## config.mk

```make
export PLATFORM = sky130hd
export DESIGN_NAME = i2c_master_bit_engine
export DESIGN_NICKNAME = d
export VERILOG_FILES = /design/src/sv/i2cmbe_pkg.sv /design/src/sv/i2cmbe_ctrl.sv /design/src/sv/i2cmbe_dp.sv /design/src/sv/i2c_master_bit_engine.sv
export SDC_FILE = /design/constraint.sdc
export NUM_CORES = 1
export LEC_CHECK = 0
export BUFFER_PORTS_ARGS = -buffer_cell sky130_fd_sc_hd__buf_4
export CAP_MARGIN = 20
export CORE_AREA = 2 2 65 67
export DETAILED_ROUTE_END_ITERATION = 12
export DIE_AREA = 0 0 67 69
export MAX_ROUTING_LAYER = met4
export PLACE_DENSITY = 0.8
export SYNTH_ARGS = -nofsm -noshare
export SYNTH_HDL_FRONTEND = slang
export SYNTH_SLANG_ARGS = --single-unit
export TNS_END_PERCENT = 20
```

## constraint.sdc

```tcl
create_clock -name clk -period 5.1 [get_ports clk]
set_input_delay 0.51 -clock clk [delete_from_list [all_inputs] [get_ports clk]]
set_output_delay 0.51 -clock clk [all_outputs]
set_load 0.01 [all_outputs]
```

## src/sv/i2cmbe_pkg.sv

```systemverilog
`default_nettype none
package i2cmbe_pkg;

  localparam int DATA_BITS = 8;
  localparam int BIT_W     = $clog2(DATA_BITS);

  typedef enum logic [2:0] {
    OP_START = 3'd0,
    OP_STOP  = 3'd1,
    OP_WRITE = 3'd2,
    OP_READ  = 3'd3,
    OP_SACK  = 3'd4,
    OP_RACK  = 3'd5
  } op_t;

  typedef struct packed {
    logic [2:0]           operation;
    logic [DATA_BITS-1:0] tx_byte;
    logic                 ack_level;
    logic [DATA_BITS-1:0] bus_sda_bits;
  } in_item_t;

  typedef struct packed {
    logic                 scl_level;
    logic                 sda_level;
    logic [DATA_BITS-1:0] rx_data;
    logic                 ack_seen;
    logic                 last;
  } out_item_t;

  typedef struct packed {
    logic load;
    logic advance;
  } cmd_t;

  typedef struct packed {
    logic last;
  } stat_t;

  function automatic logic op_is_valid(input logic [2:0] op);
    return (op == OP_START) || (op == OP_STOP) || (op == OP_WRITE) ||
           (op == OP_READ) || (op == OP_SACK) || (op == OP_RACK);
  endfunction

endpackage
`default_nettype wire

```

## src/sv/i2cmbe_ctrl.sv

```systemverilog
`default_nettype none
module i2cmbe_ctrl (
  input  wire logic               clk,
  input  wire logic               rst_n,
  input  wire logic               in_valid,
  input  wire logic [2:0]         in_op,
  output logic                    in_ready,
  output logic                    out_valid,
  input  wire logic               out_ready,
  input  wire i2cmbe_pkg::stat_t  stat,
  output i2cmbe_pkg::cmd_t        cmd
);
  import i2cmbe_pkg::*;

  typedef enum logic [1:0] {
    S_IDLE = 2'b01,
    S_EMIT = 2'b10
  } state_t;

  state_t state_r;
  state_t state_nxt;

  assign in_ready    = (state_r == S_IDLE);
  assign out_valid   = (state_r == S_EMIT);
  assign cmd.load    = in_valid && in_ready && op_is_valid(in_op);
  assign cmd.advance = out_valid && out_ready && !stat.last;

  always_comb begin
    state_nxt = state_r;
    unique case (state_r)
      S_IDLE: begin
        if (cmd.load) state_nxt = S_EMIT;
      end
      S_EMIT: begin
        if (out_ready && stat.last) state_nxt = S_IDLE;
      end
      default: state_nxt = S_IDLE;
    endcase
  end

  always_ff @(posedge clk) begin
    if (!rst_n) begin
      state_r <= S_IDLE;
    end else begin
      state_r <= state_nxt;
    end
  end

endmodule
`default_nettype wire

```

## src/sv/i2cmbe_dp.sv

```systemverilog
`default_nettype none
module i2cmbe_dp (
  input  wire logic                 clk,
  input  wire logic                 rst_n,
  input  wire i2cmbe_pkg::in_item_t in_data,
  input  wire i2cmbe_pkg::cmd_t     cmd,
  output i2cmbe_pkg::stat_t         stat,
  output i2cmbe_pkg::out_item_t     out_data
);
  import i2cmbe_pkg::*;

  logic [2:0]           op_r;
  logic                 ackl_r;
  logic [DATA_BITS-1:0] bus_r;
  logic [DATA_BITS-1:0] shift_r, shift_nxt;
  logic [1:0]           phase_r, phase_nxt;
  logic [BIT_W-1:0]     bit_r, bit_nxt;
  logic                 scl_r, scl_nxt;
  logic                 sda_r, sda_nxt;
  logic [DATA_BITS-1:0] rx_r, rx_nxt;
  logic                 ack_r, ack_nxt;
  logic                 last_r, last_nxt;

  logic [2:0]           op_s;
  logic                 ackl_s;
  logic [DATA_BITS-1:0] bus_s;
  logic [DATA_BITS-1:0] shift_s;
  logic [1:0]           phase_s;
  logic [BIT_W-1:0]     bit_s;
  logic                 bit_end;

  // a new command starts from the input item, otherwise from the held one
  assign op_s    = cmd.load ? in_data.operation    : op_r;
  assign ackl_s  = cmd.load ? in_data.ack_level    : ackl_r;
  assign bus_s   = cmd.load ? in_data.bus_sda_bits : bus_r;
  assign shift_s = cmd.load ? in_data.tx_byte      : shift_r;
  assign phase_s = cmd.load ? 2'd0                 : phase_r;
  assign bit_s   = cmd.load ? '0                   : bit_r;
  assign bit_end = (bit_s == BIT_W'(DATA_BITS - 1));

  always_comb begin
    scl_nxt   = scl_r;
    sda_nxt   = sda_r;
    rx_nxt    = '0;
    ack_nxt   = 1'b0;
    last_nxt  = 1'b0;
    phase_nxt = phase_s + 2'd1;
    bit_nxt   = bit_s;
    shift_nxt = shift_s;
    unique case (op_s)
      OP_START: begin
        case (phase_s)
          2'd0:    sda_nxt = 1'b1;
          2'd1:    scl_nxt = 1'b1;
          2'd2:    sda_nxt = 1'b0;
          default: begin
            scl_nxt  = 1'b0;
            last_nxt = 1'b1;
          end
        endcase
      end
      OP_STOP: begin
        case (phase_s)
          2'd0:    sda_nxt = 1'b0;
          2'd1:    scl_nxt = 1'b1;
          default: begin
            sda_nxt  = 1'b1;
            last_nxt = 1'b1;
          end
        endcase
      end
      OP_WRITE: begin
        case (phase_s)
          2'd0:    sda_nxt = shift_s[DATA_BITS-1];
          2'd1:    scl_nxt = 1'b1;
          default: begin
            scl_nxt   = 1'b0;
            shift_nxt = {shift_s[DATA_BITS-2:0], 1'b0};
            phase_nxt = 2'd0;
            bit_nxt   = bit_s + BIT_W'(1);
            last_nxt  = bit_end;
          end
        endcase
      end
      OP_READ: begin
        case (phase_s)
          2'd0:    sda_nxt = 1'b1;
          2'd1:    scl_nxt = 1'b1;
          default: begin
            scl_nxt   = 1'b0;
            phase_nxt = 2'd1;
            bit_nxt   = bit_s + BIT_W'(1);
            last_nxt  = bit_end;
            // samples arrive msb first, so the assembled byte is the bus byte
            rx_nxt    = bit_end ? bus_s : '0;
          end
        endcase
      end
      OP_SACK: begin
        case (phase_s)
          2'd0:    sda_nxt = ackl_s;
          2'd1:    scl_nxt = 1'b1;
          default: begin
            scl_nxt  = 1'b0;
            last_nxt = 1'b1;
          end
        endcase
      end
      OP_RACK: begin
        case (phase_s)
          2'd0:    sda_nxt = 1'b1;
          2'd1:    scl_nxt = 1'b1;
          default: begin
            scl_nxt  = 1'b0;
            ack_nxt  = bus_s[DATA_BITS-1];
            last_nxt = 1'b1;
          end
        endcase
      end
      default: last_nxt = 1'b1;
    endcase
  end

  always_ff @(posedge clk) begin
    if (!rst_n) begin
      scl_r <= 1'b1;
      sda_r <= 1'b1;
    end else if (cmd.load || cmd.advance) begin
      scl_r <= scl_nxt;
      sda_r <= sda_nxt;
    end
  end

  always_ff @(posedge clk) begin
    if (cmd.load || cmd.advance) begin
      op_r    <= op_s;
      ackl_r  <= ackl_s;
      bus_r   <= bus_s;
      shift_r <= shift_nxt;
      phase_r <= phase_nxt;
      bit_r   <= bit_nxt;
      rx_r    <= rx_nxt;
      ack_r   <= ack_nxt;
      last_r  <= last_nxt;
    end
  end

  assign stat.last          = last_r;
  assign out_data.scl_level = scl_r;
  assign out_data.sda_level = sda_r;
  assign out_data.rx_data   = rx_r;
  assign out_data.ack_seen  = ack_r;
  assign out_data.last      = last_r;

endmodule
`default_nettype wire

```

## src/sv/i2c_master_bit_engine.sv

```systemverilog
// first pin event is offered in the cycle after the command transaction
// one event per cycle while out_ready stays high
// unused operation codes are taken and give no events
// reset drives scl and sda released high and leaves the engine idle
`default_nettype none
module i2c_master_bit_engine (
  input  wire logic                  clk,
  input  wire logic                  rst_n,
  input  wire logic                  in_valid,
  output logic                       in_ready,
  input  wire i2cmbe_pkg::in_item_t  in_data,
  output logic                       out_valid,
  input  wire logic                  out_ready,
  output i2cmbe_pkg::out_item_t      out_data
);
  import i2cmbe_pkg::*;

  cmd_t  cmd;
  stat_t stat;

  i2cmbe_ctrl u_ctrl (
    .clk       (clk),
    .rst_n     (rst_n),
    .in_valid  (in_valid),
    .in_op     (in_data.operation),
    .in_ready  (in_ready),
    .out_valid (out_valid),
    .out_ready (out_ready),
    .stat      (stat),
    .cmd       (cmd)
  );

  i2cmbe_dp u_dp (
    .clk      (clk),
    .rst_n    (rst_n),
    .in_data  (in_data),
    .cmd      (cmd),
    .stat     (stat),
    .out_data (out_data)
  );

  a_one_side: assert property (@(posedge clk) disable iff (!rst_n)
    !(in_ready && out_valid))
    else $error("input taken while events pending");

  a_load_emits: assert property (@(posedge clk) disable iff (!rst_n)
    cmd.load |=> out_valid)
    else $error("accepted command gave no event");

  a_run_holds: assert property (@(posedge clk) disable iff (!rst_n)
    (out_valid && out_ready && !out_data.last) |=> out_valid)
    else $error("command ended without last event");

  a_last_frees: assert property (@(posedge clk) disable iff (!rst_n)
    (out_valid && out_ready && out_data.last) |=> in_ready)
    else $error("engine not idle after last event");

endmodule
`default_nettype wire
```

---- After elaboration in Yosys (flattened, before gate mapping) ----
Index checks and enable logic that the tools add are counted.
word-level totals
  bits in registers ....................... 39
  output and inout bits ................... 14
cells by class
  bitwise operators ....................... 3
  reduce and logical (&&, ||, !) cells .... 29
  add/sub/neg operators ................... 2
  equality and inequality tests ........... 25
  mux-type cells .......................... 30
operators with widths
  kind                                                                     number
  8-bit two-way mux                                                        4
  3-bit equality test, second input constant                               5
  3-bit by 2-bit equality test with 1-bit output, second input constant    4
  3-bit two-way mux                                                        4
  2-bit two-way mux                                                        5
  2-bit by 1-bit inequality test with 1-bit output, second input constant  5
  3-bit OR reduction                                                       3
  1-bit two-way mux                                                        8
  2-bit inequality test, second input constant                             4
  1-bit one-hot mux with 2 select lines                                    4
  2-bit one-hot mux with 2 select lines                                    2
  2-bit OR reduction                                                       4
  4-bit OR reduction                                                       2
  7-bit AND reduction                                                      1
  3-bit by 1-bit equality test with 1-bit output, second input constant    2
  3-bit logical NOT                                                        2
  1-bit logical OR                                                         6
  1-bit one-hot mux with 3 select lines                                    2
  1-bit logical AND                                                        5
  1-bit one-hot mux with 5 select lines                                    1
  5-bit AND reduction                                                      1
  5-bit nonzero test                                                       1
  2-bit by 1-bit equality test with 1-bit output, second input constant    2
  2-bit equality test, second input constant                               2
  8 further kinds                                                          10

---- Logic depth before layout (Yosys ltp) ----
Gate-level depths: netlist of the first run.
  depth in word-level cells ............... 12
  mapped depth ............................ 11
  depth with buffers taken out ............ 9

---- Hierarchy ----
Synthesis of the first run repeated with hierarchy kept, for this count alone.
unflattened totals
  cells, all modules ...................... 150
  area total of the unflattened synthesis .. 2,026.9 µm²
by module, submodules not included
  module       area an instance (µm²)  times used  cells an instance
  i2cmbe_dp    1,919.3                 1           139
  i2cmbe_ctrl  107.6                   1           11

---- Worst setup path after synthesis of the first run ----
Ideal clock, no wire load.
  path type ............................... in2reg
  start point ............................. input port in_data[18] (netlist name)
  end point ............................... register u_dp.ack_r (enable)
  setup time .............................. 0.498 ns
  buffers on the path ..................... 3
  arrival ................................. 2.062 ns
  data required time ...................... 4.602 ns
  slack ................................... 2.540 ns
  stages on the path ...................... 6
  cell sequence ........................... and4bb_1 -> buf_4 -> nor2_4 -> buf_4 -> clkbuf_1 -> nand2_1
between the ends
  cells in the longest elaborated chain, start to end .. 8
  elaborated cells on any way between the ends .. 13
  those cells by class .................... eq/ne (5); reduce/logical (8)
ends and longest elaborated chain
  element                                                                                     RTL line                     text
  start: declaration                                                                          i2c_master_bit_engine.sv:11  input wire i2cmbe_pkg::in_item_t in_data,
  3-bit by 1-bit equality test with 1-bit output / 3-bit logical NOT (equally long branches)  i2cmbe_pkg.sv:41             return (op == OP_START) || (op == OP_STOP) || (op == OP_WRITE) ||
  1-bit logical OR (3 in a row)                                                               i2cmbe_pkg.sv:41
  1-bit logical OR                                                                            i2cmbe_pkg.sv:42             (op == OP_READ) || (op == OP_SACK) || (op == OP_RACK);
  1-bit logical OR *                                                                          i2cmbe_pkg.sv:42
  1-bit logical AND *                                                                         i2cmbe_ctrl.sv:25            assign cmd.load = in_valid && in_ready && op_is_valid(in_op);
  1-bit logical OR *                                                                          i2cmbe_dp.sv:135             if (cmd.load || cmd.advance) begin
  end signal: assignment                                                                      i2cmbe_dp.sv:143             ack_r <= ack_nxt;
  end: declaration                                                                            i2cmbe_dp.sv:21              logic ack_r, ack_nxt;
Every way passes the cells marked *; elsewhere a longest branch is shown, timed or not.
A chain may end at the register's enable or synchronous reset.

---- Worst setup path in the final report of the first run ----
  start point ............................. register u_ctrl.state_r[1]
  end point ............................... register u_dp.sda_r
between the ends
  cells in the longest elaborated chain, start to end .. 8
  elaborated cells on any way between the ends .. 33
  those cells by class .................... eq/ne (14); mux (9); reduce/logical (10)
ends and longest elaborated chain
  element                                                                                                         RTL line           text
  start: declaration                                                                                              i2cmbe_ctrl.sv:20  state_t state_r;
  start signal: assignment                                                                                        i2cmbe_ctrl.sv:45  state_r <= state_nxt;
  2-bit by 1-bit equality test with 1-bit output                                                                  i2cmbe_ctrl.sv:23  assign in_ready = (state_r == S_IDLE);
  1-bit logical AND (2 in a row)                                                                                  i2cmbe_ctrl.sv:25
  3-bit two-way mux                                                                                               i2cmbe_dp.sv:33    assign op_s = cmd.load ? in_data.operation : op_r;
  3-bit by 2-bit equality test with 1-bit output / 3-bit equality test (equally long branches)                    i2cmbe_dp.sv:50    unique case (op_s)
  2-bit OR reduction (no source line)                                                                             n/a
  5-bit nonzero test (no source line) / 2-bit by 1-bit inequality test with 1-bit output (equally long branches)  n/a
  7-bit AND reduction (no source line)                                                                            n/a
  end signal: assignment                                                                                          i2cmbe_dp.sv:130   sda_r <= sda_nxt;
  end: declaration                                                                                                i2cmbe_dp.sv:19    logic sda_r, sda_nxt;
Parallel ways exist; a longest one is shown, timed or not. The select of a mux whose other input is x is not followed.

==> results of run 1 <==
-- through the flow --
| stage | util | cell area [µm²] |
|---|---|---|
| floorplan | - | 2190 |
| global route | 0.652 | 2550 |
| global placement | 0.630 | 2460 |
| CTS | 0.652 | 2550 |
| detailed placement | 0.630 | 2460 |
| finish | 0.652 | 2550 |
-- cells in the final DEF (no fill, tap or decap), types with 5 or more instances in the layout --
master and n:
nand2_1 44, buf_4 38, edfxtp_1 35, nor2_1 16
nor2b_1 11, ha_1 10, inv_1 9, a31oi_1 8
o21ai_1 5, a21oi_1 5, nand3_1 5, clkbuf_8 5
-- path summary, 6_finish.rpt --
path,startpoint,to,cells after the start
worst max register to register,u_ctrl.state_r[1],u_dp.sda_r,8
worst max-delay path,u_ctrl.state_r[1],u_dp.sda_r,8
worst min-delay path,rst_n,u_dp.sda_r,2
worst min register to register,u_dp.scl_r,u_dp.scl_r,1
-- worst register-to-register path: stages, from the launching register on --
cell and delay [ns]:
dfxtp_1 0.44, and4bb_1 0.35, nor2_4 0.51, nand2_1 0.27, ha_1 0.31, o211ai_1 0.13
nand3_1 0.15, a221o_1 0.37, o221ai_1 0.14
-- area by class of cell --
type | count | area share
clock buffers | 6 | 0.0285
well taps | 50 | 0.0245
clock inverters | 2 | 0.00491
inverters | 11 | 0.0162
repair buffers | 38 | 0.112
multi-input cells | 150 | 0.370
flip-flops and latches | 39 | 0.444
-- metal layers --
layer	vias up	track usage	part of all wire
li1	837	-	-
met1	785	0.282	0.43
met2	72	0.355	0.48
met3	13	0.0571	0.065
met4	0	0.0658	0.024
met5	-	-	0
-- power by group through the flow --
stage,clock (µW),combinational [µW],sequential [µW]
2_1_floorplan,0,136,424
3_3_place_gp,0,191,428
3_5_place_dp,0,193,429
4_1_cts,207,195,422
5_1_grt,221,218,427
6_report,204,194,423
-- kinds of logic after synthesis --
| kind of cell | after synthesis | synth area share |
|---|---|---|
| multiplexers | 6 | 0.0303 |
| buffers and inverters | 24 | 0.0515 |
| adder cells (fa/ha/maj) | 10 | 0.0572 |
| flip-flops | 39 | 0.517 |
| XOR/XNOR | 1 | 0.00400 |
| AND/OR/NAND/NOR | 96 | 0.224 |
| AO/OA/AOI/OAI | 37 | 0.117 |
-- registers in the layout (all words and copies together), names as in the netlist --
name            flops
u_dp.ack_r          1
u_ctrl.state_r      2
u_dp.bit_r          3
u_dp.ackl_r         1
u_dp.shift_r        8
u_dp.rx_r           8
u_dp.phase_r        2
u_dp.bus_r          8
u_dp.scl_r          1
u_dp.op_r           3
u_dp.stat           1
u_dp.sda_r          1
==> flow_summary.json, run 1 <==
{
  "status": "finished, final reports clean",
  "synth_top_area_share": 0.480,
  "gp_congestion": 0.903,
  "port_buffers": 37,
  "dr_total_vias": 1707,
  "hold_violations": 0,
  "htree_levels": 2,
  "synth.most_common_cell": "nand2_1",
  "cp_slowest_cell": "nor2_4",
  "clockPowerShare": 0.248,
  "yosys_warnings": 0,
  "synth_top_area_cell": "edfxtp_1",
  "worstMarginPinSlew_ns": 0.718,
  "antenna_left": 0,
  "crit_path_max_incr_delay_ns": 0.51,
  "grt_pass1_wl_um": 7600,
  "multi_input_area_um2": 945,
  "p_per_area_nw_per_um2": 322,
  "power_uw": 820,
  "cp-end-kind": "flop",
  "die_w_um": 67,
  "cp-start-kind": "flop",
  "yosysUniqueCellTypes": 43,
  "hold_path_class": "in2reg",
  "synth_edf_count": 35,
  "rsz0062_at_grt": "no",
  "path_buf_inv": 0,
  "synthTopCellsByCount": "44 x nand2_1, 35 x edfxtp_1, 16 x nor2_1",
  "initial_utilization": 0.559,
  "antenna_found_initial": 0,
  "clockRootBuffer": "clkbuf_8",
  "dp_hpwl_um": 3270,
  "final-seq-area_um2": 1130,
  "seqPwrFrac": 0.515,
  "via_per_inst": 5.77,
  "clk_latency_ns": 0.29,
  "io_pins": 38,
  "wl_per_cell_um": 15.8,
  "whs_ns": 0.420,
  "wirelength_um": 4660,
  "slew_headroom": 0.520,
  "synth_ff_type": "edfxtp_1",
  "comb_power_share": 0.237,
  "final-setup-viol-count": 0,
  "fmax_ghz": 0.365,
  "cts_tree": "built",
  "synthToLayoutAreaGrowth_pct": 16.5,
  "pre_cts_ws_ns": 2.21,
  "fp.dieH_um": 69,
  "path_cells": "and4bb_1 > nor2_4 > nand2_1 > ha_1 > o211ai_1 > nand3_1 > a221o_1 > o221ai_1",
  "holdBufCountCts": 0,
  "path_max_fanout": 20,
  "syn_area_per_cell_um2": 10.3,
  "cts_resized": 0,
  "drc": 0,
  "grt_max_degree": 24,
  "grt_usage": 0.224,
  "coreArea_um2": 3910,
  "dieArea_um2": 4620,
  "slew_violations": 0,
  "yosysSeqAreaShare": 0.517,
  "cts_made_buffers": 5,
  "crit_family": "simple AND/OR/NAND/NOR gates",
  "final_cells": 296,
  "netlist_area_um2": 2190,
  "clock_path_buffers": 2,
  "syn_inst": 213,
  "ff2ff_setup_slack_ns": 2.36,
  "drive_above_1_share": 0.203,
  "gr-total-overflow": 0,
  "p_sw_frac": 0.296,
  "critPathArrivalTime_ns": 2.96,
  "rows": 23,
  "skew_ns": 0.00559,
  "drt_iter0_drc": 223,
  "clock-sinks": 39,
  "synthTopCellsByArea": "edfxtp_1 48%, nand2_1 7.5%, ha_1 5.7%",
  "drtPass1Iterations": 4,
  "grt_pass1_vias": 1622,
  "n_antenna_cell": 0,
  "synth_seq_cells": 39,
  "path_class": "reg2reg",
  "clk_pin_slew_worst_paths_ns": 0.08,
  "layout.nets": 279,
  "fin_ws_ns": 2.36,
  "ys_async_sr_fraction": 0,
  "setup_tns_ns": 0,
  "finalCriticalPeriod_ns": 2.74,
  "fin_crit_sh": 0.537,
  "place_inst": 288,
  "p_sw_uw": 243,
  "p_int_uw": 577,
  "synth_nets": 247,
  "power.leakage_uw": 0.00107,
  "cap_violations": 0,
  "worst-endpoint-required_ns": 5.32,
  "ir_worst_vdd_mv": 0.168,
  "cts_setup_buffers": 0,
  "fill_cells": 325
}
No activity file was read; power rests on OpenSTA's default activity.
==> run 2: changes to the inputs <==
CORE_AREA = 2 2 70 72   (was 2 2 65 67)
DIE_AREA = 0 0 72 74   (was 0 0 67 69)
PLACE_DENSITY = 0.73   (was 0.8)
clock period = 2.45 ns   (was 5.1 ns; I/O delays follow)
==> run 2 against run 1 <==
  * Via count grew 2.9%
  * Final area grew 3.4%
  * Die area grew 15%
  * Sequential cell count is the same
  * Total power grew 110%
  * Largest cell class unchanged
  * Largest power group unchanged
==> flow_summary.json, run 2 (synthesized netlist as in run 1, its figures left out) <==
{
  "drtPass1Iterations": 4,
  "r2r_end": "u_dp.scl_r",
  "path_class": "reg2reg",
  "ir_worst_vdd_mv": 0.258,
  "clk_latency_ns": 0.30,
  "fill_cells": 401,
  "power.leakage_uw": 0.00112,
  "slew_violations": 0,
  "grt_max_degree": 27,
  "dp_hpwl_um": 3470,
  "coreArea_um2": 4600,
  "rsz0062_at_grt": "no",
  "hold_depth": 2,
  "rr_startpoint": "u_ctrl.state_r[1]",
  "setup_tns_ns": 0,
  "cts_setup_buffers": 0,
  "fp.dieH_um": 74,
  "dieArea_um2": 5330,
  "skew_ns": 0.00774,
  "htree_levels": 2,
  "wl_per_cell_um": 15.0,
  "placed_area_um2": 2550,
  "cp_slowest_cell": "dfxtp_1",
  "hold_violations": 0,
  "initial_utilization": 0.476,
  "drt_iter0_drc": 165,
  "reg_top3": "u_dp.bus_r: 8 flops, u_dp.rx_r: 8 flops, u_dp.shift_r: 8 flops",
  "min-delay-start": "rst_n",
  "cp-end-kind": "flop",
  "holdBufCountCts": 0,
  "clock-sinks": 39,
  "crit_top_cell": "a221o_1",
  "cts_tree": "built",
  "gr-total-overflow": 0,
  "clockRootBuffer": "clkbuf_8",
  "path_max_fanout": 7,
  "clock_path_buffers": 2,
  "die_w_um": 72,
  "hold_path_class": "in2reg",
  "final_cells": 311,
  "fmax_ghz": 0.442,
  "grt_pass1_wl_um": 7450,
  "drc": 0,
  "io_pins": 38,
  "p_per_area_nw_per_um2": 659,
  "drive_above_1_share": 0.237,
  "layout.nets": 290,
  "final-setup-viol-count": 0,
  "gp_congestion": 0.929,
  "final_cell_mix": "49 x buf_4, 44 x nand2_1, 35 x edfxtp_1",
  "n_antenna_cell": 0,
  "path_cells": "and4bb_1 > o21ai_1 > inv_1 > ha_1 > a31oi_1 > o21ai_0 > a221o_1 > a221o_1",
  "clk_pin_slew_worst_paths_ns": 0.08,
  "slew_headroom": 0.701,
  "fin_crit_sh": 0.924,
  "min_to": "u_dp.sda_r",
  "dr_total_vias": 1756,
  "cap_violations": 0,
  "finalCriticalPeriod_ns": 2.26,
  "layout_commonest_cell": "buf_4",
  "grt_pass1_vias": 1565,
  "place_inst": 303,
  "power_uw": 1740,
  "design_area_um2": 2640,
  "wirelength_um": 4670,
  "cp-start-kind": "flop",
  "cts_made_buffers": 5,
  "crit_path_max_incr_delay_ns": 0.41,
  "status": "finished, final reports clean",
  "ff2ff_setup_slack_ns": 0.19,
  "worstMarginPinSlew_ns": 0.448,
  "critPathArrivalTime_ns": 2.45,
  "rows": 25,
  "cts_resized": 0,
  "port_buffers": 37,
  "synthToLayoutAreaGrowth_pct": 20.5,
  "via_per_inst": 5.65,
  "antenna_found_initial": 0,
  "r2r_cells": 8,
  "grt_usage": 0.189,
  "antenna_left": 0,
  "worst-endpoint-required_ns": 2.64
}
run 2: cell count changes in the layout (fill, tap and decap cells not counted):
cell	before	now
buf_4	38	49
run 2: worst max path at each step:
| stage | slack [ns] | end | from | cells after the start |
|---|---|---|---|---|
| 2_1_floorplan | 0.04 | u_dp.ack_r | u_ctrl.state_r[1] | 6 |
| 3_3_place_gp | 0.22 | u_dp.scl_r | u_ctrl.state_r[1] | 8 |
| 3_5_place_dp | 0.21 | u_dp.scl_r | u_ctrl.state_r[1] | 8 |
| 4_1_cts | 0.20 | u_dp.scl_r | u_ctrl.state_r[1] | 8 |
| 5_1_grt | 0.04 | u_dp.scl_r | u_ctrl.state_r[1] | 8 |
| 6_report | 0.19 | u_dp.scl_r | u_ctrl.state_r[1] | 8 |
run 2: metal layers:
metal  GRT usage  part of all wire
met5           -                 0
met4      0.0566            0.0090
met3      0.0474             0.064
met2       0.299              0.46
met1       0.241              0.46
run 2: final cells by class:
cell class | count | area, µm² | area share
Sequential cell | 39 | 1130 | 0.429
Multi-Input combinational cell | 150 | 945 | 0.358
Timing Repair Buffer | 49 | 368 | 0.139
Clock buffer | 6 | 72.6 | 0.0275
Tap cell | 54 | 67.6 | 0.0256
Inverter | 11 | 41.3 | 0.0157
Clock inverter | 2 | 12.5 | 0.00474
run 2: metrics by stage:
| step | util | worst slack [ns] | hold slack, ns |
|---|---|---|---|
| CTS | 0.574 | 0.196 | 0.152 |
| detailed placement | 0.555 | 0.208 | 0.459 |
| global route | 0.574 | 0.0389 | 0.156 |
| floorplan | - | 0.0380 | 0.324 |
| global placement | 0.555 | 0.217 | 0.448 |
| finish | 0.574 | 0.186 | 0.154 |
run 2: critical path: cells and delay by family, from the launching register on:
kind	cells	cell delay, ns
buffers and inverters	1	0.09
adder cells (fa/ha/maj)	1	0.21
flip-flops	1	0.41
AND/OR/NAND/NOR	1	0.28
AO/OA/AOI/OAI	5	1.16
run 2: power by group:
part,total (µW),internal (µW),switching [µW]
Combinational,429,190,239
Clock,432,199,233
Sequential,878,832,45.5
